**src/rtl/core/npc_pkg.sv**
```systemverilog
// Package for the nearest palette color unit: widths, beat types, palette ROM.
// No dependencies.
package npc_pkg;

  localparam int unsigned ROM_SIZE            = 18;
  localparam int unsigned PALETTE_ENTRIES_DEF = 18;
  localparam int unsigned IDX_W               = 5;
  localparam int unsigned CHAN_W              = 8;
  localparam int unsigned SQ_W                = 2 * CHAN_W;
  localparam int unsigned DIST_W              = SQ_W + 2;
  localparam int unsigned LEN_W               = 4;
  localparam int unsigned NUM_CHARS           = 8;

  // larger than any real distance (3 * 255^2), so the first entry always wins
  localparam logic [DIST_W-1:0] DIST_INIT = '1;

  localparam logic [7:0] CHAR_HASH = 8'h23;
  localparam logic [7:0] CHAR_ZERO = 8'h30;

  typedef logic [3*CHAN_W-1:0] rgb_t;

  localparam rgb_t PALETTE_ROM [ROM_SIZE] = '{
    24'hFFFFFF, 24'h000000, 24'h808080, 24'hC0C0C0, 24'hE02020, 24'hC12E1F,
    24'h0055FF, 24'h000080, 24'h00BFFF, 24'h10B010, 24'h32CD32, 24'hFFDF00,
    24'hFF8800, 24'h800080, 24'hFF69B4, 24'h8B4513, 24'hD4AF37, 24'hF0F8FF
  };

  // what moves from cell to cell
  typedef struct packed {
    logic [CHAN_W-1:0] red;
    logic [CHAN_W-1:0] green;
    logic [CHAN_W-1:0] blue;
    logic [DIST_W-1:0] best_dist;
    logic [IDX_W-1:0]  best_idx;
    logic              unknown;
  } npc_beat_t;

endpackage

```
**src/rtl/core/npc_cell.sv**
```systemverilog
// One cell of the search chain: compares the color with one palette entry, or passes the beat on past the ROM.
// Depends on npc_pkg.
module npc_cell import npc_pkg::*; #(
  parameter int unsigned IDX = 0
) (
  input  logic      clk_i,
  input  logic      rst_ni,
  input  logic      valid_i,
  output logic      ready_o,
  input  npc_beat_t beat_i,
  output logic      valid_o,
  input  logic      ready_i,
  output npc_beat_t beat_o
);

  npc_beat_t beat_d, beat_q;
  logic      valid_q;

  if (IDX < ROM_SIZE) begin : g_entry
    localparam rgb_t ENTRY = PALETTE_ROM[IDX];

    function automatic logic [SQ_W-1:0] sq_diff(input logic [CHAN_W-1:0] a,
                                                input logic [CHAN_W-1:0] b);
      logic [CHAN_W-1:0] d;
      d = (a >= b) ? (a - b) : (b - a);
      return SQ_W'(d) * SQ_W'(d);
    endfunction

    logic [DIST_W-1:0] distance;

    always_comb begin
      distance = DIST_W'(sq_diff(beat_i.red,   ENTRY[3*CHAN_W-1:2*CHAN_W])) +
                 DIST_W'(sq_diff(beat_i.green, ENTRY[2*CHAN_W-1:CHAN_W])) +
                 DIST_W'(sq_diff(beat_i.blue,  ENTRY[CHAN_W-1:0]));
      beat_d = beat_i;
      // strict compare keeps the earliest entry on ties
      if (!beat_i.unknown && distance < beat_i.best_dist) begin
        beat_d.best_dist = distance;
        beat_d.best_idx  = IDX_W'(IDX);
      end
    end
  end else begin : g_absent
    // no ROM entry here: the beat only moves along
    assign beat_d = beat_i;
  end

  assign ready_o = !valid_q || ready_i;

  always_ff @(posedge clk_i or negedge rst_ni) begin
    if (!rst_ni) begin
      valid_q <= 1'b0;
    end else if (ready_o) begin
      valid_q <= valid_i;
    end
  end

  always_ff @(posedge clk_i) begin
    if (ready_o && valid_i) begin
      beat_q <= beat_d;
    end
  end

  assign valid_o = valid_q;
  assign beat_o  = beat_q;

endmodule

```
**config.mk**
```make
export PLATFORM = sky130hd
export DESIGN_NAME = npc_cell
export DESIGN_NICKNAME = d
export VERILOG_FILES = /design/src/rtl/core/npc_pkg.sv /design/src/rtl/core/npc_cell.sv
export SDC_FILE = /design/constraint.sdc
export NUM_CORES = 1
export LEC_CHECK = 0
export BUFFER_PORTS_ARGS = -buffer_cell sky130_fd_sc_hd__buf_2
export CAP_MARGIN = 0
export CORE_UTILIZATION = 30
export CTS_CLUSTER_DIAMETER = 50
export DETAILED_ROUTE_END_ITERATION = 16
export SLEW_MARGIN = 40
export SYNTH_ARGS = -nofsm -noshare
export SYNTH_HDL_FRONTEND = slang
export SYNTH_SLANG_ARGS = --single-unit
export TNS_END_PERCENT = 10
```
**constraint.sdc**
```tcl
create_clock -name clk_i -period 2.8 [get_ports clk_i]
set_input_delay 0.28 -clock clk_i [delete_from_list [all_inputs] [get_ports clk_i]]
set_output_delay 0.28 -clock clk_i [all_outputs]
set_load 0.005 [all_outputs]
```
== Word level (Yosys, flattened, before mapping) ==
Index checks and enable logic that the tools add are counted.
Storage, ports and cells
  word-level logic and storage cells: 31
  register bits after elaboration: 49
  input port bits: 52
Cells by class
  add/sub/neg operators: 8
  reduce and logical (&&, ||, !) cells: 5
  multiply operators: 3
  muxes and demuxes: 4
  magnitude comparators: 4
Operators by type and width (number)
  $mul A8 B8 Y16: 3
  $ge A8 B8 Y1 const B: 3
  $mux W8: 3
  $sub A8 B8 Y8 const A: 3
  $sub A8 B8 Y8 const B: 3
  $mux W23: 1
  $add A17 B16 Y18: 1
  $lt A18 B18 Y1: 1
  $add A16 B16 Y17: 1
  $logic_and A1 B1 Y1: 2
  $logic_not A1 Y1: 2
  $logic_or A1 B1 Y1: 1

== Depth between registers and ports, before layout ==
Gate-level depths: netlist of the first run.
  depth in word-level cells: 8
  gate-level depth with buffers: 35

== Worst setup path after synthesis of the first run ==
No wires, ideal clock.
  kind: input -> register
  start: input beat_i[26] (netlist name)
  end: register beat_q, in the netlist beat_o[10], data pin
  arrival: 7918 ps
  path slack: -5378 ps
  library setup time: 260 ps
  cell stages on the path: 32
  cells stage by stage: clkbuf_1 > nand4_1 > nor2_1 > and2_1 > nand2_1 > and2_1 > clkbuf_1 > nor2_1 > fa_1 > inv_1 > fa_1 > fa_1 > inv_1 > fa_1 > fa_1 > fa_1 > inv_1 > fa_1 > inv_1 > ha_1 > nand2_2 > o31a_1 > a221o_1 > a211o_1 > nand3_2 > ha_1 > nor2b_1 > o21ai_0 > o211ai_1 > a21oi_2 > buf_2 > mux2_2
RTL lines
  start: declaration: RTL line npc_cell.sv:10  | input npc_beat_t beat_i,
  end signal: assignment: RTL line npc_cell.sv:59  | beat_q <= beat_d;
  end: declaration: RTL line npc_cell.sv:16  | npc_beat_t beat_d, beat_q;

==> results of run 1 <==
[worst max-delay path by stage]
stage,startpoint,end,cells past startpoint
floorplan,beat_i[26],beat_o[10]$_DFFE_PP_,30
global placement,beat_i[24],beat_o[6]$_DFFE_PP_,34
detailed placement,beat_i[24],beat_o[7]$_DFFE_PP_,34
CTS,beat_i[24],beat_o[17]$_DFFE_PP_,32
global route,beat_i[40],beat_o[15]$_DFFE_PP_,33
finish,beat_i[40],beat_o[15]$_DFFE_PP_,33
[per-layer routing]
| metal | track usage | wire length, um | up-vias | part of all wire |
|---|---|---|---|---|
| met3 | 0.0230 | 768 | 19 | 0.039 |
| met4 | 0.0375 | 311 | 2 | 0.016 |
| li1 | - | - | 2883 | - |
| met5 | 0 | 8 | - | 0.00040 |
| met1 | 0.192 | 8180 | 2954 | 0.41 |
| met2 | 0.288 | 10500 | 92 | 0.53 |
[sequential cells by signal (all words and copies together) (netlist names)]
name and flops:
beat_o 48, valid_o 1
[logic make-up (layout without fill, tap and decap cells)]
group | Yosys count | after routing | synth area share
adder cells (fa/ha/maj) | 236 | 236 | 0.501
flip-flops | 49 | 49 | 0.186
AO/OA/AOI/OAI | 70 | 70 | 0.0577
AND/OR/NAND/NOR | 151 | 151 | 0.0904
XOR/XNOR | 18 | 18 | 0.0210
multiplexers | 19 | 19 | 0.0272
buffers and inverters | 245 | 482 | 0.117
[worst reg2reg max path, delay by kind of cell (launching register included)]
| family | cells | cell delay [ns] |
|---|---|---|
| buf+inv | 1 | 0.28 |
| simple gates | 2 | 0.70 |
| flops | 1 | 0.38 |
[metrics by stage]
step                       util  cell area [sq um]  instances  hold WS [ns]
after global placement    0.390               9940       1329        0.0547
final                     0.411              10500       1355         0.165
after CTS                 0.402              10200       1347         0.148
after global routing      0.411              10500       1355         0.156
after floorplan               -               8170        788       -0.0156
after detailed placement  0.390               9940       1329        0.0568
[synth_stat cells, drive strengths merged, types with 2 or more instances]
cell type,number,area (sq um)
nor2b,13,81.3
inv,222,833
a211oi,2,15.0
a21oi,27,139
xnor2,8,70.1
buf,3,13.8
o211ai,3,22.5
xor2,10,95.1
and2,8,50.1
o21bai,2,15.0
or2,14,87.6
nor2,64,240
nand4,8,50.1
o31ai,2,15.0
a21o,8,60.1
mux2,19,214
nor3,3,15.0
a211o,2,17.5
ha,104,1300
nand2b,5,31.3
edfxtp,48,1440
a21boi,2,15.0
nand2,28,108
o21ai,14,70.1
fa,132,2640
and3,2,12.5
nand3,5,30.0
clkbuf,20,75.1
[final cells by class]
| type | count | share of cell area |
|---|---|---|
| Sequential cell | 49 | 0.140 |
| Clock inverter | 2 | 0.00131 |
| Tap cell | 330 | 0.0394 |
| Inverter | 222 | 0.0803 |
| Timing Repair Buffer | 252 | 0.165 |
| Clock buffer | 6 | 0.0123 |
| Multi-Input combinational cell | 494 | 0.561 |
[timing repair]
item	4_1_cts	5_1_grt
setup endpoints to repair	23	23
gates cloned	1	0
pin swaps	8	35
hold buffers	1	0
setup buffers	8	8
gates resized for setup	16	45
endpoints found under the hold margin	1	0
==> out/results.tsv, run 1 <==
stage	metric	value	unit
outcome	run_status	complete, but fails checks	
outcome	failed_checks	negative setup slack	
global_route	grt_overflow	0	
min_path	hp-class	in -> reg	
clocking	insertion_delay	0.32	ns
finish	multiInputGateArea	5880	sq um
sta	fin_crit_sh	2.74	
routing	drtIter0Drc	245	
worst_setup_path	r2r-end	beat_o[34]$_DFFE_PP_	
finish	drive_above_1_share	0.346	
sta	setup_viol	23	
min_path	min_path_cells	1	
global_route	grt_pass1_wl	32.0	mm
global_route	grt_usage	0.157	
routing	routed_via_density	4.39	
sta	setup_ws	-4.86	ns
sta	fin_tns_setup	-109.96	ns
worst_setup_path	cp_top_family	adder cells	
synthesis	synth_edf_count	48	
worst_setup_path	end_kind	flop	
finish	nFillCells	2477	
sta	hold_violations	0	
sta	slew_headroom	0.560	
synthesis	ys_warn_count	0	
worst_setup_path	reg2reg_depth	3	
sta	fmax	131	MHz
clocking	cts_htree_levels	2	
clocking	numCtsBuffers	5	
synthesis	synth_fp_nets	1076	
routing	wl_per_cell	14.6	um
synthesis	synthCells	788	
sta	layout_min_cycle_time	7.66	ns
floorplan	initial_utilization	0.309	
worst_setup_path	worstSetupStartpointType	input pin	
synthesis	yosysUniqueCellTypes	47	
clocking	cts_tree	yes	
worst_setup_path	timing_worst_setup_path_type	in -> reg	
clocking	clock_sinks	49	
global_route	grt_max_degree	26	
synthesis	yosysSeqAreaShare	0.186	
floorplan	die_height	164	um
synthesis	synth-seq-cells	49	
global_route	grt_pass1_vias	6490	
synthesis	ys.flop_type	edfxtp_1	
floorplan	dieArea	26900	sq um
sta	rsz0062_at_grt	true	
finish	final_common_cell	inv_1	
worst_setup_path	timing.reg2reg.setup_slack	1.12	ns
sta	fin_skew	0.0130	ns
floorplan	placeableCoreArea	25500	sq um
clocking	ctsRootBufferMaster	clkbuf_16	
global_route	antenna_found_initial	1	
min_path	hp-start	beat_i[0]	
synthesis	async_flop_share	0.0204	
floorplan	die_x	164	um
worst_setup_path	max_stage_delay	0.53	ns
place	place_congestion	0.870	
place	hpwl	16.8	mm
min_path	hold_end	beat_o[0]$_DFFE_PP_	
clocking	clkTransAtPathRegs	0.08	ns
finish	syn2layout_area_growth	33.0	%
synthesis	synth.avg_cell_area	10.0	sq um
worst_setup_path	path_buf_inv	12	
finish	regArea	1470	sq um
place	portBuffers	101	
worst_setup_path	crit_slowest_cell	fa_1	
worst_setup_path	cp_common_cell	fa_1	
worst_setup_path	reg2reg_from	valid_o$_DFFE_PN0N_	
job	max_cap_viol_count	0	
routing	vias	5950	
finish	diodes	0	
sta	maxSlewViolCount	0	
routing	first_pass_iters	4	
finish	final_cell_mix	211 x inv_1, 142 x buf_4, 127 x fa_1	
routing	antenna_left	0	
synthesis	synthesis.area	7880	sq um
finish	final_nets	1312	
routing	drt-total-wl	19.8	mm
floorplan	fp-row-count	58	
floorplan	io_pins	102	
clocking	clockBufferDepth	2	
worst_setup_path	path_max_fanout	7	
sta	tightest_slew	0.660	ns
worst_setup_path	arrival	7.73	ns
worst_setup_path	cp_data_required_time	2.87	ns
place	post-place-ws	-5.36	ns
routing	route.detailed.drc	0	
Power of run 1 is not shown: default switching activity piles up to over one toggle a cycle in this logic, so the estimate is an artifact.
==> inputs of run 2 (changes only) <==
--- a/config.mk
+++ b/config.mk
@@ -5,7 +5,7 @@
 export SDC_FILE = /design/constraint.sdc
 export NUM_CORES = 1
 export LEC_CHECK = 0
-export BUFFER_PORTS_ARGS = -buffer_cell sky130_fd_sc_hd__buf_2
+export BUFFER_PORTS_ARGS = -buffer_cell sky130_fd_sc_hd__buf_4
 export CAP_MARGIN = 0
 export CORE_UTILIZATION = 30
 export CTS_CLUSTER_DIAMETER = 50
==> run 2 against run 1 <==
  * The run still ends with negative setup slack left
  * Wire length fell by 1.9%
  * Global-route usage fell by 0.26 points
  * Via count barely moved
  * Register-to-register slack barely moved
  * Critical path type unchanged
==> out/results.tsv, run 2 (synthesized netlist as in run 1, its figures left out) <==
stage	metric	value	unit	change
worst_setup_path	cp-endpoint	beat_o[7]$_DFFE_PP_		
worst_setup_path	reg2reg_from	valid_o$_DFFE_PN0N_		
sta	fin_crit_sh	2.79		+0.0518
min_path	hp-class	in -> reg		
floorplan	die_x	164	um	unchanged
routing	antenna_left	0		unchanged
global_route	grt_max_degree	26		unchanged
finish	final_cell_mix	251 x buf_4, 217 x inv_1, 128 x fa_1		
finish	syn2layout_area_growth	36.5	%	
global_route	antenna_found_initial	0		-1
finish	largest_reg_flops	48		unchanged
global_route	grt_pass1_vias	6485		-0.077%
routing	first_pass_iters	4		unchanged
outcome	run_status	complete, but fails checks		
finish	final_common_cell	buf_4		
worst_setup_path	critPathLaunch	beat_i[24]		
routing	drtIter0Drc	189		-23%
min_path	min_path_cells	1		unchanged
job	max_cap_viol_count	0		unchanged
global_route	grt_pass1_wl	31.6	mm	-1.1%
worst_setup_path	end_kind	flop		
sta	setup_ws	-5.01	ns	-0.145 ns
clocking	clockBufferDepth	2		unchanged
floorplan	initial_utilization	0.309		unchanged
sta	fmax	128	MHz	-1.9%
outcome	failed_checks	negative setup slack		
clocking	numCtsBuffers	5		unchanged
worst_setup_path	r2r-end	beat_o[27]$_DFFE_PP_		
clocking	insertion_delay	0.32	ns	about the same
floorplan	die_height	164	um	unchanged
sta	fin_tns_setup	-113.21	ns	-3.25 ns
floorplan	fp-row-count	58		unchanged
finish	final_nets	1321		+0.69%
finish	drive_above_1_share	0.343		-0.00301
clocking	clkTransAtPathRegs	0.08	ns	about the same
worst_setup_path	path_max_fanout	5		-2
worst_setup_path	reg2reg_depth	3		unchanged
routing	route.detailed.drc	0		unchanged
worst_setup_path	cp_common_cell	fa_1		
floorplan	placeableCoreArea	25500	sq um	unchanged
place	place_congestion	0.859		-1.3%
routing	routed_via_density	4.36		-0.61%
worst_setup_path	worstSetupStartpointType	input pin		
sta	hold_violations	0		unchanged
sta	slew_headroom	0.570		+0.0104
sta	setup_viol	23		unchanged
floorplan	dieArea	26900	sq um	unchanged
clocking	cts_tree	yes		
worst_setup_path	max_stage_delay	0.58	ns	+0.05 ns
sta	layout_min_cycle_time	7.81	ns	+0.145 ns
worst_setup_path	cp_data_required_time	2.86	ns	about the same
worst_setup_path	arrival	7.87	ns	+0.14 ns
finish	diodes	0		unchanged
worst_setup_path	timing_worst_setup_path_type	in -> reg		
floorplan	io_pins	102		unchanged
sta	tightest_slew	0.644	ns	-0.0156 ns
worst_setup_path	crit_slowest_cell	fa_2		
sta	rsz0062_at_grt	true		
worst_setup_path	timing.reg2reg.setup_slack	1.11	ns	about the same
clocking	ctsRootBufferMaster	clkbuf_16		
routing	wl_per_cell	14.2	um	-2.6%
finish	fin_util	0.422		+0.0109
place	portBuffers	101		unchanged
sta	maxSlewViolCount	0		unchanged
finish	nFillCells	2491		+0.57%
place	hpwl	16.6	mm	-0.97%
clocking	cts_htree_levels	2		unchanged
global_route	grt_usage	0.155		-0.00257
routing	drt-total-wl	19.4	mm	-1.9%
routing	vias	5953		+0.050%
sta	fin_skew	0.00974	ns	-0.00323 ns
clocking	clock_sinks	49		unchanged
global_route	grt_overflow	0		unchanged
run 2: routing by layer:
| layer | wire (um) | share of wire | up-vias | global-route usage |
|---|---|---|---|---|
| met1 | 8160 | 0.42 | 2944 | 0.193 |
| met3 | 908 | 0.047 | 20 | 0.0255 |
| li1 | - | - | 2898 | - |
| met5 | 0 | 0 | - | 0 |
| met2 | 10000 | 0.52 | 91 | 0.273 |
| met4 | 337 | 0.017 | 0 | 0.0434 |
run 2: critical path, delay by kind of cell:
kind,cells,cell delay [ns]
adders and majority gates,10,4.21
and+or+nand+nor,9,1.09
AOI/OAI and AO/OA,6,1.42
buffers and inverters,7,0.57
muxes,1,0.30
run 2: what timing repair did:
item	CTS	global route
setup endpoints to repair	23	23
pin swaps	25	37
gates cloned	2	0
hold endpoints to repair	1	0
buffers inserted	14	6
gates resized for setup	24	21
hold buffers	1	0
run 2: how the worst min path moves through the flow:
| stage | start | endpoint | slack, ns |
|---|---|---|---|
| final | beat_i[0] | beat_o[0]$_DFFE_PP_ | 0.16 |
| after global routing | valid_i | valid_o$_DFFE_PN0N_ | 0.15 |
| after global placement | rst_ni | valid_o$_DFFE_PN0N_ | 0.06 |
| after detailed placement | rst_ni | valid_o$_DFFE_PN0N_ | 0.06 |
| after CTS | beat_i[0] | beat_o[0]$_DFFE_PP_ | 0.15 |
| after floorplan | rst_ni | valid_o$_DFFE_PN0N_ | -0.02 |
run 2: area by class of cell:
cell class                 instances  area [sq um]  share of cell area
clock inverter                     3          21.3             0.00198
timing repair buffer             261          2050               0.191
inverter                         222           833              0.0775
sequential                        49          1470               0.136
tap                              330           413              0.0384
multi-input combinational        494          5840               0.543
clock buffer                       5           125              0.0116
run 2: through the flow:
| stage | hold WS, ns | worst slack, ns | area [sq um] | cells |
|---|---|---|---|---|
| floorplan | -0.0156 | -4.81 | 8170 | 788 |
| global placement | 0.0555 | -5.38 | 10200 | 1334 |
| detailed placement | 0.0556 | -5.45 | 10200 | 1334 |
| CTS | 0.151 | -5.07 | 10600 | 1359 |
| global route | 0.154 | -5.28 | 10800 | 1364 |
| finish | 0.161 | -5.01 | 10800 | 1364 |
Power of run 2 is left out for the same reason.
==> inputs of run 3 (changes only) <==
--- a/config.mk
+++ b/config.mk
@@ -7,9 +7,10 @@
 export LEC_CHECK = 0
 export BUFFER_PORTS_ARGS = -buffer_cell sky130_fd_sc_hd__buf_4
 export CAP_MARGIN = 0
-export CORE_UTILIZATION = 30
+export CORE_UTILIZATION = 61
 export CTS_CLUSTER_DIAMETER = 50
 export DETAILED_ROUTE_END_ITERATION = 16
+export PLACE_DENSITY = 0.84
 export SLEW_MARGIN = 40
 export SYNTH_ARGS = -nofsm -noshare
 export SYNTH_HDL_FRONTEND = slang
==> constraint.sdc (replaced) <==
create_clock -name clk_i -period 8 [get_ports clk_i]
set_input_delay 0.8 -clock clk_i [delete_from_list [all_inputs] [get_ports clk_i]]
set_output_delay 0.8 -clock clk_i [all_outputs]
set_load 0.005 [all_outputs]
==> run 3 against run 2 <==
  * The flow still finishes with violations (negative setup slack)
  * Cell count decreased by 15%
  * Clock skew increased by 0.0065 ns
  * Die area decreased by 50%
  * Largest cell class unchanged
==> out/results.tsv, run 3 (synthesized netlist as in run 1, its figures left out) <==
stage	metric	value	unit	change
routing	drt-total-wl	25.1	mm	+29%
sta	fin_crit_sh	1.09		
worst_setup_path	timing_worst_setup_path_type	in -> reg		
clocking	clockBufferDepth	2		unchanged
routing	wl_per_cell	21.6	um	+52%
worst_setup_path	end_kind	flop		
finish	final_common_cell	inv_1		
clocking	ctsRootBufferMaster	clkbuf_16		
worst_setup_path	crit_slowest_cell	fa_1		
sta	fin_skew	0.0162	ns	+0.00648 ns
finish	fin_util	0.811		+0.389
worst_setup_path	arrival	8.81	ns	+0.94 ns
routing	vias	6803		+14%
sta	fmax	114	MHz	
worst_setup_path	reg2reg_depth	2		-1
min_path	hp-class	in -> async		
global_route	grt_pass1_wl	35.3	mm	+12%
job	max_cap_viol_count	0		unchanged
finish	largest_reg_flops	48		unchanged
sta	hold_violations	0		unchanged
clocking	clock_sinks	49		unchanged
sta	fin_tns_setup	-15.96	ns	+97.25 ns
floorplan	die_height	116	um	-30%
place	place_congestion	0.897		+4.4%
sta	layout_min_cycle_time	8.76	ns	
sta	maxSlewViolCount	0		unchanged
floorplan	fp-row-count	41		-29%
finish	nFillCells	667		-73%
global_route	antenna_found_initial	0		unchanged
sta	slew_headroom	0.531		-0.0395
finish	final_cell_mix	216 x inv_1, 210 x buf_4, 129 x fa_1		
sta	setup_ws	-0.758	ns	+4.25 ns
sta	setup_viol	23		unchanged
floorplan	io_pins	102		unchanged
routing	route.detailed.drc	0		unchanged
floorplan	initial_utilization	0.624		+0.315
worst_setup_path	cp_data_required_time	8.06	ns	+5.20 ns
place	hpwl	15.3	mm	-8.1%
worst_setup_path	worstSetupStartpointType	input pin		
worst_setup_path	cp_common_cell	fa_1		
clocking	clkTransAtPathRegs	0.07	ns	about the same
finish	syn2layout_area_growth	30.0	%	
global_route	grt_max_degree	49		+88%
routing	antenna_left	0		unchanged
floorplan	dieArea	13400	sq um	-50%
worst_setup_path	max_stage_delay	0.57	ns	about the same
routing	routed_via_density	5.85		+34%
place	portBuffers	101		unchanged
finish	multiInputGateArea	5860	sq um	+0.39%
global_route	grt_pass1_vias	7205		+11%
worst_setup_path	path_max_fanout	9		+4
global_route	grt_overflow	0		unchanged
finish	regArea	1470	sq um	unchanged
clocking	cts_htree_levels	2		unchanged
clocking	hold_buffers	0		-1
sta	rsz0062_at_grt	true		
routing	drtIter0Drc	764		+300%
clocking	insertion_delay	0.32	ns	about the same
clocking	numCtsBuffers	5		unchanged
sta	tightest_slew	0.704	ns	+0.0593 ns
floorplan	placeableCoreArea	12600	sq um	-50%
finish	diodes	0		unchanged
finish	drive_above_1_share	0.319		-0.0241
global_route	grt_usage	0.358		+0.203
finish	final_nets	1277		-3.3%
routing	first_pass_iters	5		+1
outcome	run_status	complete, but fails checks		
outcome	failed_checks	negative setup slack		
floorplan	die_x	116	um	-30%
clocking	cts_tree	yes		
place	post-place-ws	-0.607	ns	+4.84 ns
==> run 3: metal layers <==
| metal | GRT usage | wire length (um) | vias to the layer above |
|---|---|---|---|
| met5 | 0 | 0 | - |
| met4 | 0.200 | 2010 | 0 |
| met3 | 0.0675 | 2520 | 191 |
| met2 | 0.628 | 12200 | 498 |
| met1 | 0.414 | 8440 | 3299 |
| li1 | - | - | 2815 |
==> run 3: worst paths after layout <==
| path | from | slack [ns] | to |
|---|---|---|---|
| max reg2reg | valid_o$_DFFE_PN0N_ | 6.48 | beat_o[27]$_DFFE_PP_ |
| min reg2reg | valid_o$_DFFE_PN0N_ | 0.57 | valid_o$_DFFE_PN0N_ |
| min in group clk_i | valid_o$_DFFE_PN0N_ | 0.57 | valid_o$_DFFE_PN0N_ |
| min | rst_ni | 0.26 | valid_o$_DFFE_PN0N_ |
| max in group asynchronous | rst_ni | 7.67 | valid_o$_DFFE_PN0N_ |
| max | beat_i[24] | -0.76 | beat_o[8]$_DFFE_PP_ |
==> run 3: stage by stage <==
step                hold slack, ns  instance area (sq um)  std cells
finish                       0.256                  10200       1162
global route                 0.250                  10200       1162
CTS                          0.260                  10100       1157
detailed placement           0.557                   9740       1139
global placement             0.522                   9740       1139
floorplan                    0.504                   8170        788
==> run 3: worst max-delay path, delay by kind of cell <==
| kind | cells | cell delay (ns) |
|---|---|---|
| buf+inv | 9 | 0.98 |
| fa+ha+maj | 10 | 4.10 |
| simple gates | 6 | 0.99 |
| compound gates | 8 | 1.45 |
| mux | 1 | 0.30 |
| xor+xnor | 1 | 0.20 |
==> run 3: area by class of cell <==
type | count | area share
clock buffers | 5 | 0.0122
clock inverters | 3 | 0.00257
inverters | 222 | 0.0814
multi-input cells | 494 | 0.573
flip-flops and latches | 49 | 0.143
well taps | 172 | 0.0210
repair buffers | 217 | 0.167
==> run 3: timing repair <==
action	4_1_cts	5_1_grt
gates resized for setup	26	21
gates cloned	2	0
setup endpoints to repair	23	23
buffers inserted	8	5
pin swaps	15	14
Power of run 3 is left out for the same reason.
