<file path="config.mk">
export PLATFORM = sky130hd
export DESIGN_NAME = npc_decode_flat
export DESIGN_NICKNAME = d
export VERILOG_FILES = /design/src/rtl/core/npc_pkg.sv /design/src/rtl/core/npc_if.sv /design/src/rtl/core/npc_decode.sv /design/src/flat_wrapper.sv
export SDC_FILE = /design/constraint.sdc
export NUM_CORES = 1
export LEC_CHECK = 0
export BUFFER_PORTS_ARGS = -buffer_cell sky130_fd_sc_hd__buf_2
export CORE_UTILIZATION = 40
export DETAILED_ROUTE_END_ITERATION = 8
export PLACE_DENSITY = 0.65
export SKIP_LAST_GASP = 1
export SYNTH_ARGS = -nofsm -noshare
export SYNTH_HDL_FRONTEND = slang
export SYNTH_SLANG_ARGS = --single-unit
</file>
<file path="constraint.sdc">
create_clock -name clk_i -period 2.19 [get_ports clk_i]
set_input_delay 0 -clock clk_i [delete_from_list [all_inputs] [get_ports clk_i]]
set_output_delay 0 -clock clk_i [all_outputs]
set_load 0.01 [all_outputs]
</file>
<file path="src/rtl/core/npc_pkg.sv">
// Package for the nearest palette color unit: widths, beat types, palette ROM.
// No dependencies.
package npc_pkg;

  localparam int unsigned ROM_SIZE            = 18;
  localparam int unsigned PALETTE_ENTRIES_DEF = 18;
  localparam int unsigned IDX_W               = 5;
  localparam int unsigned CHAN_W              = 8;
  localparam int unsigned SQ_W                = 2 * CHAN_W;
  localparam int unsigned DIST_W              = SQ_W + 2;
  localparam int unsigned LEN_W               = 4;
  localparam int unsigned NUM_CHARS           = 8;

  // larger than any real distance (3 * 255^2), so the first entry always wins
  localparam logic [DIST_W-1:0] DIST_INIT = '1;

  localparam logic [7:0] CHAR_HASH = 8'h23;
  localparam logic [7:0] CHAR_ZERO = 8'h30;

  typedef logic [3*CHAN_W-1:0] rgb_t;

  localparam rgb_t PALETTE_ROM [ROM_SIZE] = '{
    24'hFFFFFF, 24'h000000, 24'h808080, 24'hC0C0C0, 24'hE02020, 24'hC12E1F,
    24'h0055FF, 24'h000080, 24'h00BFFF, 24'h10B010, 24'h32CD32, 24'hFFDF00,
    24'hFF8800, 24'h800080, 24'hFF69B4, 24'h8B4513, 24'hD4AF37, 24'hF0F8FF
  };

  // what moves from cell to cell
  typedef struct packed {
    logic [CHAN_W-1:0] red;
    logic [CHAN_W-1:0] green;
    logic [CHAN_W-1:0] blue;
    logic [DIST_W-1:0] best_dist;
    logic [IDX_W-1:0]  best_idx;
    logic              unknown;
  } npc_beat_t;

endpackage

</file>
<file path="src/rtl/core/npc_if.sv">
// Valid/ready channel interfaces for the nearest palette color unit.
// Depends on npc_pkg.
interface npc_in_if import npc_pkg::*; ();
  logic               valid;
  logic               ready;
  logic [LEN_W-1:0]   text_length;
  logic [7:0]         char_0;
  logic [7:0]         char_1;
  logic [7:0]         char_2;
  logic [7:0]         char_3;
  logic [7:0]         char_4;
  logic [7:0]         char_5;
  logic [7:0]         char_6;
  logic [7:0]         char_7;

  modport source (output valid, text_length, char_0, char_1, char_2, char_3,
                  char_4, char_5, char_6, char_7, input ready);
  modport sink   (input valid, text_length, char_0, char_1, char_2, char_3,
                  char_4, char_5, char_6, char_7, output ready);
endinterface


</file>
<file path="src/rtl/core/npc_decode.sv">
// Front stage: strips the prefix, decodes six hex digits into RGB, flags short strings.
// Depends on npc_pkg and npc_in_if.
module npc_decode import npc_pkg::*; (
  input  logic       clk_i,
  input  logic       rst_ni,
  npc_in_if.sink     in_i,
  output logic       valid_o,
  input  logic       ready_i,
  output npc_beat_t  beat_o
);

  function automatic logic [3:0] hex_val(input logic [7:0] ch);
    logic [3:0] v;
    v = 4'd0;
    if (ch >= 8'h30 && ch <= 8'h39) v = 4'(ch - 8'h30);
    else if (ch >= 8'h61 && ch <= 8'h66) v = 4'(ch - 8'h57);
    else if (ch >= 8'h41 && ch <= 8'h46) v = 4'(ch - 8'h37);
    return v;
  endfunction

  logic [7:0]       chars [NUM_CHARS];
  logic [1:0]       off;
  logic [LEN_W-1:0] remain;
  logic [2:0]       pos   [6];
  logic [3:0]       nib   [6];
  logic             unknown;
  npc_beat_t        beat_d, beat_q;
  logic             valid_q;

  assign chars[0] = in_i.char_0;
  assign chars[1] = in_i.char_1;
  assign chars[2] = in_i.char_2;
  assign chars[3] = in_i.char_3;
  assign chars[4] = in_i.char_4;
  assign chars[5] = in_i.char_5;
  assign chars[6] = in_i.char_6;
  assign chars[7] = in_i.char_7;

  always_comb begin
    off    = (chars[0] == CHAR_HASH) ? 2'd1 : 2'd0;
    remain = in_i.text_length - LEN_W'(off);
    if (remain == LEN_W'(7) && chars[{1'b0, off}] == CHAR_ZERO) begin
      off = off + 2'd1;
    end
    // text_length >= 6 guards the subtraction against wrap
    unknown = (in_i.text_length < LEN_W'(6)) ||
              ((in_i.text_length - LEN_W'(off)) < LEN_W'(6));
    for (int k = 0; k < 6; k++) begin
      pos[k] = {1'b0, off} + 3'(k);
      nib[k] = hex_val(chars[pos[k]]);
    end
    beat_d.red       = {nib[0], nib[1]};
    beat_d.green     = {nib[2], nib[3]};
    beat_d.blue      = {nib[4], nib[5]};
    beat_d.best_dist = DIST_INIT;
    beat_d.best_idx  = '0;
    beat_d.unknown   = unknown;
  end

  assign in_i.ready = !valid_q || ready_i;

  always_ff @(posedge clk_i or negedge rst_ni) begin
    if (!rst_ni) begin
      valid_q <= 1'b0;
    end else if (in_i.ready) begin
      valid_q <= in_i.valid;
    end
  end

  always_ff @(posedge clk_i) begin
    if (in_i.ready && in_i.valid) begin
      beat_q <= beat_d;
    end
  end

  assign valid_o = valid_q;
  assign beat_o  = beat_q;

endmodule

</file>
<file path="src/flat_wrapper.sv">
// flat-port wrapper written by rule: the top's interface ports become plain ports
module npc_decode_flat import npc_pkg::*;
  (clk_i, rst_ni, valid_o, ready_i, beat_o, in_i_valid, in_i_text_length, in_i_char_0, in_i_char_1, in_i_char_2, in_i_char_3, in_i_char_4, in_i_char_5, in_i_char_6, in_i_char_7, in_i_ready);
  npc_in_if in_i_i ();
  input  logic clk_i;
  input  logic rst_ni;
  output logic valid_o;
  input  logic ready_i;
  output npc_beat_t beat_o;
  input wire logic [$bits(in_i_i.valid)-1:0] in_i_valid;
  input wire logic [$bits(in_i_i.text_length)-1:0] in_i_text_length;
  input wire logic [$bits(in_i_i.char_0)-1:0] in_i_char_0;
  input wire logic [$bits(in_i_i.char_1)-1:0] in_i_char_1;
  input wire logic [$bits(in_i_i.char_2)-1:0] in_i_char_2;
  input wire logic [$bits(in_i_i.char_3)-1:0] in_i_char_3;
  input wire logic [$bits(in_i_i.char_4)-1:0] in_i_char_4;
  input wire logic [$bits(in_i_i.char_5)-1:0] in_i_char_5;
  input wire logic [$bits(in_i_i.char_6)-1:0] in_i_char_6;
  input wire logic [$bits(in_i_i.char_7)-1:0] in_i_char_7;
  output wire logic [$bits(in_i_i.ready)-1:0] in_i_ready;
  assign in_i_i.valid = in_i_valid;
  assign in_i_i.text_length = in_i_text_length;
  assign in_i_i.char_0 = in_i_char_0;
  assign in_i_i.char_1 = in_i_char_1;
  assign in_i_i.char_2 = in_i_char_2;
  assign in_i_i.char_3 = in_i_char_3;
  assign in_i_i.char_4 = in_i_char_4;
  assign in_i_i.char_5 = in_i_char_5;
  assign in_i_i.char_6 = in_i_char_6;
  assign in_i_i.char_7 = in_i_char_7;
  assign in_i_ready = in_i_i.ready;
  npc_decode u_core (.clk_i(clk_i), .rst_ni(rst_ni), .in_i(in_i_i), .valid_o(valid_o), .ready_i(ready_i), .beat_o(beat_o));
endmodule
</file>
After elaboration in Yosys (flattened, before gate mapping)
Cells that the tools add are included.
{ "totals": {"regBits": 26, "elab_cells": 150} }
{ "classes": {"addsub": 26, "order_cmp": 45, "n_eq_ne": 3, "n_mux": 41, "n_bitwise": 7, "n_reduce_logical": 23} }
{ "ops": {"columns": ["op", "n"], "rows": [
  ["binary-select mux 8 bit (select 3 bit)", 7],
  ["2-to-1 mux 8 bit", 14],
  [">= comparator 8 x 7 -> 1 bit, second input constant", 12],
  ["<= comparator 8 x 7 -> 1 bit, second input constant", 12],
  ["2-to-1 mux 4 bit", 18],
  [">= comparator 8 x 6 -> 1 bit, second input constant", 6],
  ["<= comparator 8 x 6 -> 1 bit, second input constant", 6],
  ["subtractor 4 x 3 -> 4 bit, second input constant", 12],
  [">= comparator 4 bit, second input constant", 7],
  ["subtractor 4 x 1 -> 4 bit, second input constant", 6],
  ["logical AND 1 bit", 20],
  ["inverter 3 -> 4 bit", 5],
  ["== test 8 x 6 -> 1 bit, second input constant", 2],
  ["< comparator 4 x 3 -> 1 bit, second input constant", 2],
  ["inverter 2 -> 4 bit", 2],
  ["subtractor 4 x 2 -> 4 bit", 2],
  ["adder 2 x 2 -> 3 bit, second input constant", 2],
  ["adder 2 x 3 -> 3 bit, second input constant", 2],
  ["== test 4 x 3 -> 1 bit, second input constant", 1],
  ["adder 2 x 1 -> 3 bit, second input constant", 1],
  ["adder 2 x 1 -> 2 bit, second input constant", 1],
  ["logical OR 1 bit", 2],
  ["2-to-1 mux 2 bit", 1],
  ["zero test 1 bit", 1],
  ["2-to-1 mux 1 bit", 1]
]} }

Depth between registers and ports, before layout
Gate-level depths: netlist of the first run.
{ "logic_depth": {"ltp_word": 19, "depth_mapped": 23, "depth_no_buf": 20} }

Worst setup path before layout of the first run
No wires, ideal clock.
{ "synth_path": {"path_type": "input to register", "start": "input port in_i_char_0[2]", "end": "register u_core.beat_q, in the netlist u_core.beat_o[42], data pin", "setup_ns": 0.259, "t_arrival_ns": 4.284, "required_ns": 1.931, "path_slack_ns": -2.352, "path_stages": 20, "cell_sequence": "nor4_1 > and4_1 > ha_1 > ha_1 > nor4_1 > nand4_1 > inv_1 > ha_1 > buf_6 > buf_6 > buf_4 > buf_4 > mux4_2 > mux2i_1 > ha_1 > nor2_1 > o211a_1 > or4_4 > and3_4 > o2bb2ai_2"} }
{ "synth_lines": {"columns": ["item", "line_no", "rtl"], "rows": [
  ["from (decl)", "flat_wrapper.sv:12", "input wire logic [$bits(in_i_i.char_0)-1:0] in_i_char_0;"],
  ["to (signal assigned)", "npc_decode.sv:72", "beat_q <= beat_d;"],
  ["to (decl)", "npc_decode.sv:27", "npc_beat_t beat_d, beat_q;"]
]} }

==> results.toml, run 1 <==
[worst_setup_path]
rr_startpoint = "u_core.valid_o"
crit_start = "in_i_char_0[3]"
critPathMaxFanout = 4
crit_required_ns = 2.22
worstPathArrival_ns = 3.77
end_kind = "flop"
worstSetupStartpointType = "primary input"
worstSetupPathType = "primary input to flop"

[clock_tree]
cts_tree = "yes"
insertion_delay_ns = 0.27
root_buffer = "clkbuf_16"
cts.path.max_buffers = 2
cts_inserted_buffers = 3
clk_pin_slew_ns = 0.08
htreeDepth = 1
cts.sinks = 26

[sta]
drv_slew = 0
clock.fmax_ghz = 0.2672
setup-violations-final = 25
period_needed_ns = 3.742
fin_skew_ns = 0.007096
period_share_pct = 170.9
worst_slack_ns = -1.552
hold_viol = 0
rsz0062_at_grt = "yes"

[drt]
routed_via_density = 5.847
wl_mm = 17.28
wl_met3_mm = 1.219
routedWlPerCell_um = 20.19
drt_iter0_drc = 386
dr_total_vias = 5005
dr_wl_met2_mm = 8.576
drt-pass1-iter-count = 4
highest_layer = "met4"
drcViolationCount = 0
drt-met1-wl_mm = 6.903
drtAntennaViolNets = 0

[hold_path]
hp-class = "primary input to flop"
hold_start = "ready_i"

[placement]
portBuffers = 98
dp_hpwl_mm = 13.45
routabilityCongestion = 0.9872
placed_cells = 823

[status]
status = "finished with violations"
violations = "setup timing"

[pwr]
peakVddDrop_mv = 0.3404
power.total_mw = 1.971
leakage_nw = 3.091
p_per_area_mw_per_mm2 = 279.7

[die]
fp.dieW_um = 110.2
std_cell_rows = 39
io-pin-count = 122
die_h_um = 110.2
core_mm2 = 0.01142
initial_utilization_pct = 41.03
fp.dieArea_mm2 = 0.01215

[synth]
ys_async_sr_fraction_pct = 3.846
ys_ff_latch = 26
ys_seq_area_share_pct = 16.56
synth_compound_area_share_pct = 13.97
postSynthAreaPerCell_um2 = 9.862
synth_simple_gate_area_share_pct = 18.06
synth.distinct_cells = 76
synth_xor_area_share_pct = 0.3739
synthFlopType = "edfxtp_1"
yosys_warnings = 0
syn_inst = 475
netlist_area_mm2 = 0.004684
synth_edf_count = 25
yosysTopAreaCellShare_pct = 19.71
ys_top_cells_by_area = "mux4_2 20%, edfxtp_1 16%, mux2i_1 8.5%"
netlist_top_cells_count = "41 x mux4_2, 40 x mux2i_1, 32 x buf_4, 32 x nand2_1, 29 x ha_1"
synth_area_leader_cell = "mux4_2"
synthMuxAreaShare_pct = 32.43
synth_top_family_by_area = "multiplexers"
synth_adder_area_share_pct = 8.173
synth_most_common_cell = "mux4_2"

[grt]
antenna_found_initial = 0
grt_max_degree = 27
first_global_vias = 4937
gr-total-overflow = 0
grt_usage_pct = 28.82
grt_pass1_wl_mm = 26.22

[layout]
fill_cells = 962
nets = 816
regArea_um2 = 775.7
multi_input_comb_area_mm2 = 0.003996
diodes = 0
areaGrowthSynthToFinish_pct = 50.43
drive_gt1_share_pct = 56.52
instances_no_fill = 856

[run]
drv_cap = 0
state kept, by name (all words and copies together) (netlist names):
name / count
u_core.valid_o: 1
u_core.beat_o: 25
logic make-up (layout without fill, tap and decap cells):
logic type,Yosys count,count (layout)
muxes,97,97
xor gates and xnor gates,2,2
buffers and inverters,78,295
adders and majority gates,30,30
and+or+nand+nor,148,148
other,2,23
AOI/OAI and AO/OA,92,92
DFF,26,26
worst paths after layout:
path | endpoint | slack, ns | depth (start not counted)
max | u_core.beat_o[42] | -1.55 | 17
min | u_core.valid_o | 0.03 | 3
max reg2reg | u_core.beat_o[26] | 0.91 | 3
min reg2reg | u_core.valid_o | 0.54 | 2
max in group asynchronous | u_core.valid_o | 2.07 | 2
min in group asynchronous | u_core.valid_o | 0.04 | 2
repair_timing:
action,4_1_cts,5_1_grt
pin swaps,27,19
gates resized for setup,62,26
hold endpoints to repair,2,0
hold buffers,2,0
gates cloned,1,0
endpoints found under the setup margin,25,25
buffers inserted,24,2
per-layer routing:
metal | track usage (%) | vias to the layer above
met4 | 10.24 | 0
met2 | 49.38 | 234
met3 | 3.175 | 33
met1 | 37.57 | 2440
li1 | - | 2298
met5 | 0 | -
area by class of cell:
| type | instances | area share, % |
|---|---|---|
| tap | 143 | 2.539 |
| timing repair buffer | 263 | 26.72 |
| inverter | 28 | 1.527 |
| sequential | 26 | 11.01 |
| multi-input combinational | 392 | 56.71 |
| clock inverter | 1 | 0.4261 |
| clock buffer | 3 | 1.065 |
stage by stage:
step                cell area [um2]  setup slack (ns)  hold WS [ns]  setup TNS (ns)  utilization, %
finish                         7047            -1.552       0.03294          -34.58           61.71
global route                   7047            -1.688       0.02640          -38.66           61.71
CTS                            6919            -1.515       0.02918          -33.70           60.60
detailed placement             6325            -2.162       -0.2245          -45.21           55.39
global placement               6325            -1.955       -0.2250          -42.15           55.39
floorplan                      5027            -2.114       -0.2956          -37.82               -
worst max-delay path, cell delays in order:
cell       delay [ns]
buf_8            0.10
nor4_4           0.32
and4_4           0.29
ha_4             0.15
ha_4             0.20
nor4_4           0.24
nand4_1          0.17
inv_2            0.10
ha_4             0.16
mux4_2           0.56
mux2i_4          0.19
ha_2             0.21
nor2_2           0.05
o211a_1          0.21
or4_4            0.56
and3_4           0.17
o2bb2ai_2        0.11
cell usage in the layout, fill, tap and decap left out, types with 5 or more instances in the layout:
| cell type | n |
|---|---|
| mux2i_1 | 32 |
| and3b_1 | 5 |
| buf_6 | 15 |
| inv_1 | 17 |
| mux2i_4 | 7 |
| nand3_1 | 14 |
| mux2_2 | 12 |
| nor3_1 | 9 |
| conb_1 | 23 |
| ha_1 | 15 |
| a211oi_1 | 8 |
| nand2_1 | 30 |
| nor2_1 | 22 |
| o21ai_0 | 8 |
| edfxtp_1 | 25 |
| nor2b_1 | 8 |
| inv_2 | 10 |
| o21ai_1 | 9 |
| buf_4 | 143 |
| mux4_2 | 41 |
| a21oi_2 | 5 |
| buf_2 | 96 |
| nand2b_1 | 8 |
| a21oi_1 | 10 |
| ha_4 | 11 |
power breakdown:
part	switching [mW]	internal [mW]	total [mW]
combinational	0.429	0.400	0.828
clock	0.199	0.365	0.564
sequential	0.00606	0.573	0.579
total	0.634	1.34	1.97
(Power assumes the default switching activity.)
==> run 2: changes to the inputs <==
==> constraint.sdc (replaced) <==
create_clock -name clk_i -period 3.6 [get_ports clk_i]
set_input_delay 0 -clock clk_i [delete_from_list [all_inputs] [get_ports clk_i]]
set_output_delay 0 -clock clk_i [all_outputs]
set_load 0.01 [all_outputs]
==> run 2 against run 1 <==
The run still ends with setup timing left. Utilization fell by 3.7 points. Count of clock-buffer cells in the layout stayed put. Setup slack better by 1.3 ns. Global-route usage decreased by 2.4 points. Critical path depth increased by 1. Via count down 2.6%. Critical endpoint is now u_core.beat_o[43].
==> results.toml, run 2 (synthesis gave the netlist of run 1 again) <==
[placement]
portBuffers = 98
routabilityCongestion = 0.9648
dp_hpwl_mm = 12.69
placed_cells = 793
place_area_mm2 = 0.006026

[worst_setup_path]
slowest_stage = "or4_4"
crit_chain = "buf_8 -> nor4_4 -> and4_4 -> ha_4 -> ha_4 -> nor4_4 -> nand4_1 -> inv_2 -> ha_4 -> mux4_2 -> mux2i_4 -> ha_4 -> nor2_4 -> o31ai_2 -> a21oi_1 -> or4_4 -> buf_6 -> o32ai_4"
crit_start = "in_i_char_0[3]"
critical_path.top_delay_family = "simple AND/OR/NAND/NOR gates"
critPathMaxFanout = 6
worstPathArrival_ns = 3.92
rr_startpoint = "u_core.valid_o"
end_kind = "flop"
critPathMostFrequentCell = "ha_4"
cp_num_buf_inv = 3
crit_required_ns = 3.70
slowest_delay_ns = 0.55
worstSetupPathType = "primary input to flop"
worstSetupStartpointType = "primary input"

[pwr]
peakVddDrop_mv = 0.1607
power.total_mw = 1.160
p_per_area_mw_per_mm2 = 175.1
leakage_nw = 2.874

[layout]
nets = 780
drive_gt1_share_pct = 51.26
instances_no_fill = 820
largest_reg_flops = 25
design_area_mm2 = 0.006624
areaGrowthSynthToFinish_pct = 41.40
layout_commonest_cell = "buf_4"
diodes = 0
final_cell_mix = "118 x buf_4, 96 x buf_2, 41 x mux4_2"

[grt]
first_global_vias = 4676
gr-total-overflow = 0
grt_pass1_wl_mm = 24.23
grt_usage_pct = 26.39
antenna_found_initial = 0
grt_max_degree = 26

[drt]
drcViolationCount = 0
dr_total_vias = 4877
routed_via_density = 5.948
drtAntennaViolNets = 0
drt-pass1-iter-count = 5
wl_mm = 15.86
drt_iter0_drc = 419
routedWlPerCell_um = 19.34

[die]
initial_utilization_pct = 41.03
fp.dieW_um = 110.2
core_mm2 = 0.01142
fp.dieArea_mm2 = 0.01215
die_h_um = 110.2
std_cell_rows = 39
io-pin-count = 122

[sta]
fin_hold_ws_ns = 0.02316
setup-violations-final = 5
fin_skew_ns = 0.008059
tightest_slew_ns = 0.5281
hold_viol = 0
period_needed_ns = 3.816
relSlewSlack_pct = 63.78
period_share_pct = 106.0
drv_slew = 0
rsz0062_at_grt = "yes"
worst_slack_ns = -0.2164
setup_tns_ns = -0.6628
clock.fmax_ghz = 0.2620

[clock_tree]
clk_pin_slew_ns = 0.07
cts_inserted_buffers = 3
insertion_delay_ns = 0.28
cts.path.max_buffers = 2
cts_tree = "yes"
htreeDepth = 1
cts.sinks = 26
root_buffer = "clkbuf_16"

[status]
status = "finished with violations"
violations = "setup timing"

[run]
drv_cap = 0

[hold_path]
hp-class = "primary input to flop"
hold_start = "ready_i"
==> run 2: timing repair <==
action,4_1_cts,5_1_grt
endpoints found under the hold margin,2,0
hold buffers,2,0
gates resized for setup,16,47
endpoints found under the setup margin,24,24
gates cloned,0,1
buffers inserted,6,14
pin swaps,13,25
==> run 2: final timing paths <==
check | end | slack [ns] | depth (start not counted)
setup / recovery | u_core.beat_o[43] | -0.22 | 18
hold / removal | u_core.valid_o | 0.02 | 3
setup reg to reg | u_core.beat_o[42] | 2.30 | 3
hold reg to reg | u_core.valid_o | 0.55 | 2
max in group asynchronous | u_core.valid_o | 3.49 | 2
min in group asynchronous | u_core.valid_o | 0.03 | 2
==> run 2: metrics by stage <==
stage	setup slack [ns]	util, %
5_1_grt	-0.4040	58.01
4_1_cts	-0.2000	54.92
3_3_place_gp	-0.6123	52.77
6_report	-0.2164	58.01
3_5_place_dp	-0.7840	52.77
2_1_floorplan	-0.7168	-
==> run 2: final cells by class <==
type / count / area (um2)
Multi-Input combinational cell: 392 / 3910
Clock inverter: 1 / 30.03
Clock buffer: 3 / 75.07
Sequential cell: 26 / 775.7
Timing Repair Buffer: 227 / 1549
Inverter: 28 / 105.1
Tap cell: 143 / 178.9
Fill cell: 1003 / 4795
==> run 2: worst register-to-register path: stages (launching register included) <==
cell and delay, ns:
dfrtp_1 0.39, nand2b_1 0.11, and2_1 0.13, buf_4 0.34
==> run 2: per-layer routing <==
layer | routed length, um | up-vias | share of wire [%] | GRT usage [%]
met3 | 1181 | 32 | 7.4 | 3.704
met2 | 8044 | 248 | 51 | 45.67
met1 | 6131 | 2382 | 39 | 32.25
met4 | 502 | 0 | 3.2 | 12.59
met5 | 0 | - | 0 | 0
li1 | - | 2215 | - | -
==> run 2: power by group <==
group	internal, mW	switching, mW	leakage, nW
Combinational	0.217	0.242	2.56
Clock	0.222	0.126	0.0511
Sequential	0.349	0.00372	0.261
Total	0.789	0.372	2.87
==> run 3: changes to the inputs <==
--- a/config.mk
+++ b/config.mk
@@ -6,6 +6,7 @@
 export NUM_CORES = 1
 export LEC_CHECK = 0
 export BUFFER_PORTS_ARGS = -buffer_cell sky130_fd_sc_hd__buf_2
+export CORE_MARGIN = 3
 export CORE_UTILIZATION = 40
 export DETAILED_ROUTE_END_ITERATION = 8
 export PLACE_DENSITY = 0.65
==> run 3 against run 2 <==
Count of clock-buffer cells in the layout increased by 1. Utilization rose by 5.3 points. Clock skew rose by 0.00065 ns. Cell area grew 6.3%. Combinational power up 8.9%. Non-clock buffer count rose by 19. The flow still finishes with violations (setup timing). Clock power shrank 23%.
==> results.toml, run 3 (synthesis gave the netlist of run 1 again) <==
[pwr]
peakVddDrop_mv = 0.1634
leakage_nw = 3.060
p_per_area_mw_per_mm2 = 159.1
power.total_mw = 1.120

[worst_setup_path]
crit_required_ns = 3.63
worst_r2r_path_depth = 3
worstSetupStartpointType = "primary input"
end_kind = "flop"
critPathMaxFanout = 7
worstSetupPathType = "primary input to flop"
worstPathArrival_ns = 3.83
rr_startpoint = "u_core.valid_o"
crit_start = "in_i_char_0[6]"

[drt]
dr_total_vias = 5149
drtAntennaViolNets = 0
drcViolationCount = 0
routed_via_density = 6.159
drt_iter0_drc = 536
drt-pass1-iter-count = 5
routedWlPerCell_um = 21.24
wl_mm = 17.76

[placement]
portBuffers = 98
dp_slack_ns = -0.6437
dp_hpwl_mm = 13.10
routabilityCongestion = 0.9437
place_area_mm2 = 0.006055
placed_cells = 794

[die]
initial_utilization_pct = 42.11
std_cell_rows = 38
die_h_um = 114.2
fp.dieW_um = 114.2
io-pin-count = 122
fp.dieArea_mm2 = 0.01305
core_mm2 = 0.01113

[clock_tree]
insertion_delay_ns = 0.27
cts.path.max_buffers = 2
cts.sinks = 26
clk_pin_slew_ns = 0.07
cts_tree = "yes"
root_buffer = "clkbuf_16"
htreeDepth = 1
cts_inserted_buffers = 3

[layout]
largest_reg_flops = 25
instances_no_fill = 836
areaGrowthSynthToFinish_pct = 50.32
design_area_mm2 = 0.007042
drive_gt1_share_pct = 56.18
diodes = 0
final_cell_mix = "119 x buf_4, 95 x buf_2, 42 x mux4_2"
layout_commonest_cell = "buf_4"
nets = 799
fin_util_pct = 63.29

[run]
drv_cap = 0

[sta]
period_needed_ns = 3.801
drv_slew = 0
clock.fmax_ghz = 0.2631
setup_tns_ns = -0.8168
fin_skew_ns = 0.008705
rsz0062_at_grt = "yes"
period_share_pct = 105.6
setup-violations-final = 10
fin_hold_ws_ns = 0.03509
worst_slack_ns = -0.2005
hold_viol = 0

[status]
violations = "setup timing"
status = "finished with violations"

[grt]
grt_usage_pct = 24.91
first_global_vias = 4881
antenna_found_initial = 0
grt_max_degree = 31
gr-total-overflow = 0
grt_pass1_wl_mm = 25.68

[hold_path]
hp-class = "primary input to async pin"
[run 3: changes by cell type in the layout (fill, tap and decap cells not counted), sizes merged]
cell | previous run | this run
bufbuf | 0 | 1
bufinv | 1 | 0
buf | 224 | 240
clkbuf | 4 | 7
[run 3: where the power goes]
part	switching (mW)	internal (mW)	leakage, nW	total, mW
clock network	0.116	0.152	0.0382	0.269
registers	0.00325	0.349	0.261	0.352
logic	0.264	0.236	2.76	0.500
total	0.383	0.737	3.06	1.12
[run 3: routing by layer]
metal	wire, um	vias up	part of all wire (%)	global-route usage (%)
met3	1795	34	10	4.493
met1	7082	2528	40	34.14
met4	592	0	3.3	8.393
li1	-	2260	-	-
met5	0	-	0	0
met2	8290	327	47	39.77
[run 3: final cells by class]
cell class	instances	area [um2]
inverter	28	105.1
sequential	26	775.7
clock buffer	4	78.83
timing repair buffer	246	1841
fill	898	4084
tap	140	175.2
multi-input combinational	392	4066
[run 3: worst max-delay path, stage by stage]
cell       delay [ns]
buf_8            0.10
nor4_4           0.28
and4_4           0.28
ha_4             0.15
ha_4             0.20
nor4_4           0.24
nand4_1          0.17
inv_2            0.11
ha_4             0.18
mux4_2           0.56
mux2i_4          0.20
ha_2             0.22
nor2_2           0.05
o211a_1          0.23
or4_4            0.57
and3_4           0.17
o2bb2ai_2        0.11
[run 3: final timing paths]
check / to / slack [ns]
max in group asynchronous: u_core.valid_o / 3.48
min reg2reg: u_core.valid_o / 0.53
max: u_core.beat_o[42] / -0.20
min: u_core.valid_o / 0.04
min in group clk_i: u_core.valid_o / 0.04
max reg2reg: u_core.beat_o[40] / 2.30
[run 3: what timing repair did]
action / in CTS / in global routing
endpoints found under the hold margin: 2 / 0
pin swaps: 19 / 37
setup buffers: 12 / 22
endpoints found under the setup margin: 24 / 24
hold buffers: 2 / 0
cloned: 1 / 3
gates resized for setup: 40 / 84
